### src/rtl/deq_pkg.sv
// Shared types and constants for the double-ended queue.
// Used by deq_ctrl, deq_datapath and double_ended_queue; no dependencies.
`default_nettype none

package deq_pkg;

  localparam int DEQ_CAPACITY   = 1024;
  localparam int DEQ_DATA_WIDTH = 32;

  typedef enum logic [3:0] {
    ACT_PUSH_BACK  = 4'd0,
    ACT_PUSH_FRONT = 4'd1,
    ACT_POP_BACK   = 4'd2,
    ACT_POP_FRONT  = 4'd3,
    ACT_READ       = 4'd4,
    ACT_WRITE      = 4'd5,
    ACT_INSERT     = 4'd6,
    ACT_ERASE      = 4'd7,
    ACT_CLEAR      = 4'd8
  } action_t;

  typedef enum logic [1:0] {
    ST_OK    = 2'd0,
    ST_RANGE = 2'd1,
    ST_FULL  = 2'd2
  } status_t;

  // Controller to datapath
  typedef struct packed {
    logic load;         // capture the input transaction
    logic rd_en;        // read the element store
    logic rd_shift;     // read address from the shift source
    logic wr_en;        // write the element store
    logic wr_cursor;    // write address from the shift cursor
    logic wr_from_mem;  // write data from the registered read data
    logic cur_init;     // start the shift cursor
    logic cur_step;     // advance the shift cursor
    logic commit;       // update pointers and load the result register
  } deq_cmd_t;

  // Datapath to controller
  typedef struct packed {
    action_t act;
    logic    fail;
    logic    shift_last;
    logic    out_free;
  } deq_sts_t;

endpackage

`default_nettype wire

### src/rtl/deq_ctrl.sv
// Controller of the double-ended queue: sequences decode, memory access,
// element shifting and result hand-off. Depends on deq_pkg.
`default_nettype none

module deq_ctrl import deq_pkg::*; (
  input  wire logic     clk,
  input  wire logic     rst,
  input  wire logic     in_valid,
  output logic          in_ready,
  input  wire deq_sts_t sts,
  output deq_cmd_t      cmd
);

  typedef enum logic [4:0] {
    S_IDLE     = 5'b00001,
    S_DECODE   = 5'b00010,
    S_SHIFT_RD = 5'b00100,
    S_SHIFT_WR = 5'b01000,
    S_RESP     = 5'b10000
  } state_t;

  state_t state;
  state_t state_next;

  assign in_ready = (state == S_IDLE) || ((state == S_RESP) && sts.out_free);

  always_comb begin
    cmd        = '0;
    state_next = state;
    unique case (state)
      S_IDLE: begin
        if (in_valid) begin
          cmd.load   = 1'b1;
          state_next = S_DECODE;
        end
      end
      S_DECODE: begin
        state_next = S_RESP;
        if (!sts.fail) begin
          case (sts.act) inside
            ACT_PUSH_BACK, ACT_PUSH_FRONT, ACT_WRITE: cmd.wr_en = 1'b1;
            ACT_POP_BACK, ACT_POP_FRONT, ACT_READ:    cmd.rd_en = 1'b1;
            ACT_INSERT, ACT_ERASE: begin
              cmd.cur_init = 1'b1;
              state_next   = S_SHIFT_RD;
            end
            default: ;
          endcase
        end
      end
      S_SHIFT_RD: begin
        if (sts.shift_last) begin
          // Insert drops the new element into the opened slot
          if (sts.act == ACT_INSERT) begin
            cmd.wr_en     = 1'b1;
            cmd.wr_cursor = 1'b1;
          end
          state_next = S_RESP;
        end else begin
          cmd.rd_en    = 1'b1;
          cmd.rd_shift = 1'b1;
          state_next   = S_SHIFT_WR;
        end
      end
      S_SHIFT_WR: begin
        cmd.wr_en       = 1'b1;
        cmd.wr_cursor   = 1'b1;
        cmd.wr_from_mem = 1'b1;
        cmd.cur_step    = 1'b1;
        state_next      = S_SHIFT_RD;
      end
      S_RESP: begin
        // Hold until the result register is free
        if (sts.out_free) begin
          cmd.commit = 1'b1;
          if (in_valid) begin
            cmd.load   = 1'b1;
            state_next = S_DECODE;
          end else begin
            state_next = S_IDLE;
          end
        end
      end
      default: state_next = S_IDLE;
    endcase
  end

  always_ff @(posedge clk) begin
    if (rst) begin
      state <= S_IDLE;
    end else begin
      state <= state_next;
    end
  end

endmodule

`default_nettype wire

### config.mk
export PLATFORM = sky130hd
export DESIGN_NAME = deq_ctrl
export DESIGN_NICKNAME = d
export VERILOG_FILES = /design/src/rtl/deq_pkg.sv /design/src/rtl/deq_ctrl.sv
export SDC_FILE = /design/constraint.sdc
export NUM_CORES = 1
export LEC_CHECK = 0
export BUFFER_PORTS_ARGS = -buffer_cell sky130_fd_sc_hd__buf_2
export CORE_MARGIN = 2
export CORE_UTILIZATION = 25
export CTS_BUF_LIST = sky130_fd_sc_hd__clkbuf_8 sky130_fd_sc_hd__clkbuf_16
export DETAILED_ROUTE_END_ITERATION = 8
export SYNTH_ARGS = -nofsm -noshare
export SYNTH_HDL_FRONTEND = slang
export SYNTH_SLANG_ARGS = --single-unit
### constraint.sdc
create_clock -name clk -period 1.39 [get_ports clk]
set_input_delay 0.0695 -clock clk [delete_from_list [all_inputs] [get_ports clk]]
set_output_delay 0.0695 -clock clk [all_outputs]
set_load 0.005 [all_outputs]
==> After elaboration in Yosys (flattened, before gate mapping) <==
Index checks and enable logic that the tools add are counted.
{ "totals": {"register_bits": 5, "in_bits": 10, "out_inout_bits": 10, "wordCells": 54} }
{ "op_classes": {"eq_ne": 14, "n_mux": 32, "n_reduce_logical": 7} }
{ "op_table": {"columns": ["op", "count"], "rows": [
  ["$mux 5", 7],
  ["$pmux 5 s5", 1],
  ["$eq 4x3->1 const B", 4],
  ["$mux 1", 16],
  ["$eq 4x2->1 const B", 2],
  ["$mux 2", 4],
  ["$pmux 1 s2", 3],
  ["$reduce_or 3->1", 2],
  ["$eq 5x1->1 const B", 1],
  ["$eq 5x2->1 const B", 1],
  ["$eq 5x3->1 const B", 1],
  ["$eq 5x4->1 const B", 1],
  ["$eq 5x5->1 const B", 1],
  ["$eq 4x1->1 const B", 1],
  ["$logic_not 4->1", 1],
  ["$ne 2x2->1 const B", 2],
  ["$pmux 1 s3", 1],
  ["$reduce_and 2->1", 1],
  ["$reduce_or 2->1", 1],
  ["$logic_and 1x1->1", 1],
  ["$logic_or 1x1->1", 1]
]} }

==> Depth between registers and ports, before layout <==
{ "depth": {"depth_word": 7, "mapped_depth": 5, "depth_no_buf": 4} }

==> Least setup slack after synthesis <==
Ideal clock, no wire load.
{ "synth_timing": {"path_type": "register -> register", "start": "reg state[2]", "end": "reg state[2]", "setup_ns": 0.115, "arrival_ns": 1.250, "required_ns": 1.275, "setup_slack_ns": 0.026, "path_stages_with_launch": 6, "n_path_buf": 1, "synth_period_minus_slack_ns": 1.364, "cell_sequence": "dfxtp_1 buf_6 or3_4 nor4b_2 or3_1 o21ba_1"} }
{ "synth_via": {"elab_chain_cells": 3, "elab_cells_between_ends": 9, "cone_classes": "eq/ne (7); mux (1); reduce/logical (1)"} }
{ "synth_rtl": {"columns": ["item", "line", "rtl"], "rows": [
  ["start, declared", "deq_ctrl.sv:22", "state_t state;"],
  ["start signal, assigned", "deq_ctrl.sv:92", "state <= state_next;"],
  ["$eq 5x5->1 / $eq 5x1->1 (equally long branches)", "deq_ctrl.sv:30", "unique case (state)"],
  ["$ne 2x2->1 (no line)", null, null],
  ["$reduce_and 2->1 (no line)", null, null]
]} }
Several ways; a longest one is shown, not always the timed one.
A chain may end at the register's enable or synchronous reset.

==> impl_results.md <==
- Routing usage on met2: 0.239
- Total GRT Usage: 0.143
- Clock-pin slew on the worst setup and hold paths: 0.04 ns
- Flip-flop count of the largest register, all copies and words added: 5
- Register bank with the most flops: state
- Endpoint of the most critical register-to-register path: state[2]
- Number of antenna violations at the first check in global routing: 0
- Critical path endpoint category: output port
- Most congested layer reported by global routing: met2
- Final cycle utilization of the critical path: 1.11
- Kind of path behind the tightest hold check: input pin to flop
- Post-route clock skew: 0.00578 ns
- Setup slack of the critical path after layout: -0.154 ns
- Avg Synthesized Cell Area: 7.88 um2
- Worst-case hold path end point: state[4]
- Number of antenna diodes: 0
- Buffers on Ports: 19
- Clock tree from TritonCTS: yes
- Top-level I/O count: 20
- Die Span X: 46.4 um
- Met3 capacity usage during global routing: 0.0314
- Minimum clock period: 1.54 ns
- Reported max-cap violation count: 0
- Initial Utilization: 0.263
- Result of the run: finished with violations
- Layout area overhead: 70.2%
- Worst-Margin Slew: 0.275 ns
- Endpoints failing hold: 0
- GP Congestion: 0.762
- Worst ir drop on vdd: 387 uV
- Largest registers: state: 5 flops
- Share of synthesized area occupied by flip-flops and latches: 0.223
- Residual DRC: 0
- Synth Flop Type: sky130_fd_sc_hd__dfxtp_1
- Met1 routing resource usage after global routing: 0.171
- Flip-flop and latch count after synthesis: 5
- Worst skew pair latency: 0.23 ns
- HPWL after detailed placement: 911 um
- Most used cells in the layout excluding fill and tap cells: sky130_fd_sc_hd__buf_2 (18), sky130_fd_sc_hd__buf_4 (7), sky130_fd_sc_hd__nor2_1 (6), sky130_fd_sc_hd__buf_6 (6)
- H-tree levels: 1
- Startpoint of the lowest-slack register-to-register path: state[2]
- Pins over their slew limit: 0
- Number of distinct library cell variants in the gate-level netlist after synthesis: 33
- Die Y: 46.4 um
- Share of flip-flops with an asynchronous set or reset: 0
- Remaining Overflow, GRT: 0
- Setup-violating endpoint count in the final report: 10
- Routed Wire Length: 1.35 mm
- Number of antenna-violating nets in the routed design: 0
- Power density over the cells: 721 mW/mm2
- Cell area after synthesis: 449 um2
- Number of fill cells in the layout: 164
- Required time worst endpoint: 1.32 ns
- Synth Instances: 57
- Leak Pwr: 0.354 nW
- Hold bufs inserted after CTS: 0
- Startpoint of the most critical hold path: rst
- Total number of placement rows: 15
- Depth of the worst hold-timing path: 2
- Setup TNS: -0.786 ns
- Synthesized net count: 67
- Average via count per standard cell: 4.86
- Die ar.: 0.00215 mm2
- Maximum clock frequency: 648 MHz
- Internal reg-to-reg setup slack: -0.09 ns
- Num CTS Buffers: 3
- Total number of vias: 554
- Critical path startpoint category: flop
- Worst slew slack as a fraction of its limit: 0.814
- Global-route wire length before repair: 2.20 mm
- Clock sink count: 5
- Via count of the first global-routing pass: 534
- Share of cells above drive strength 1: 0.584
- Average wire length per cell after detail routing: 11.8 um
- Total Nets Final: 100
- Worst hold slack: 0.0921 ns
- Max FO, Critical Path: 3
- Largest net degree at the start of global routing: 8
- Final standard cell utilization of the core: 0.448
- Logic depth of the worst register-to-register path: 5
- Arrival time of the worst setup path: 1.47 ns
- Overall power after layout: 0.000551 W
- Number of enable-type register cells in the synthesized netlist: 0
- Unrepaired setup endpoints after global routing: true
- Ys Warns: 0
- Violated checks: setup timing
- Clock tree root buffer cell: sky130_fd_sc_hd__clkbuf_8
- Number of design-rule violations left by the first detailed-router iteration: 2
- Type of the worst setup path: flop to output port
- Core Footprint: 0.00171 mm2
- First-pass detailed-route iteration total: 4
- Commonest non-fill, non-tap cell in the layout: sky130_fd_sc_hd__buf_2
- Longest Clk Path Bufs: 2
## stage by stage
stage	area [um2]	std cells	worst slack, ns
after floorplan	449	57	0.0256
after global placement	612	106	-0.0749
after detailed placement	612	106	-0.0420
after CTS	698	112	-0.154
after global routing	764	114	-0.185
final	764	114	-0.154
## worst max path at each step
stage	slack, ns	from	depth (start not counted)	endpoint
final	-0.15	state[0]	4	cmd[7]
after global placement	-0.07	state[4]	5	state[4]
after detailed placement	-0.04	state[4]	5	state[4]
after global routing	-0.19	state[1]	4	cmd[7]
after CTS	-0.15	state[1]	4	cmd[7]
after floorplan	0.03	state[2]	5	state[2]
## synthesized netlist by cell type, types with 2 or more instances
library cell               count  area share
sky130_fd_sc_hd__a21oi_1       2       0.022
sky130_fd_sc_hd__dfxtp_1       5        0.22
sky130_fd_sc_hd__inv_1         2       0.017
sky130_fd_sc_hd__nand2_1       2       0.017
sky130_fd_sc_hd__nand3b_1      2       0.033
sky130_fd_sc_hd__nor2_1        9       0.075
sky130_fd_sc_hd__nor2b_1       2       0.028
sky130_fd_sc_hd__nor4_1        3       0.042
sky130_fd_sc_hd__o21ai_0       3       0.033
sky130_fd_sc_hd__or2b_1        2       0.033
sky130_fd_sc_hd__or3_4         3       0.075
## report_power, final
| group | switching (W) | internal [W] | total (W) | leakage [nW] |
|---|---|---|---|---|
| Sequential | 0.00000550 | 0.000147 | 0.000152 | 0.0429 |
| Combinational | 0.0000549 | 0.0000715 | 0.000126 | 0.284 |
| Clock | 0.0000823 | 0.000190 | 0.000273 | 0.0269 |
| Total | 0.000143 | 0.000408 | 0.000551 | 0.354 |
## per-layer routing
layer | share of wire | vias to the layer above
met5 | 0 | -
met4 | 0.014 | 0
met3 | 0.043 | 2
met2 | 0.52 | 16
met1 | 0.42 | 262
li1 | - | 274
## worst max-delay path, stage by stage (launching register included)
cell	delay [ns]
sky130_fd_sc_hd__dfxtp_2	0.33
sky130_fd_sc_hd__or3_4	0.36
sky130_fd_sc_hd__or3_4	0.35
sky130_fd_sc_hd__o21ai_1	0.08
sky130_fd_sc_hd__buf_2	0.12
## timing repair
action                     4_1_cts  5_1_grt
gates cloned                     0        0
resized for setup               10       14
setup endpoints to repair       11       13
buffers inserted                 2        2
pin swaps                        8        4
## cell families (layout without fill, tap and decap cells)
| kind of cell | after synthesis | in the layout | share of synthesized area |
|---|---|---|---|
| muxes | 1 | 1 | 0.0223 |
| buffers and inverters | 5 | 37 | 0.0696 |
| and+or+nand+nor | 34 | 34 | 0.493 |
| AOI/OAI and AO/OA | 12 | 12 | 0.192 |
| DFF | 5 | 5 | 0.223 |
## area by class of cell
cell class,instances,area [um2],share of cell area
clock buffers,3,41.3,0.0540
clock inverters,1,3.75,0.00491
inverters,2,7.51,0.00982
multi-input cells,47,359,0.470
flip-flops and latches,5,111,0.146
well taps,25,31.3,0.0409
repair buffers,31,210,0.275
Power figures use the tool's default switching activity.
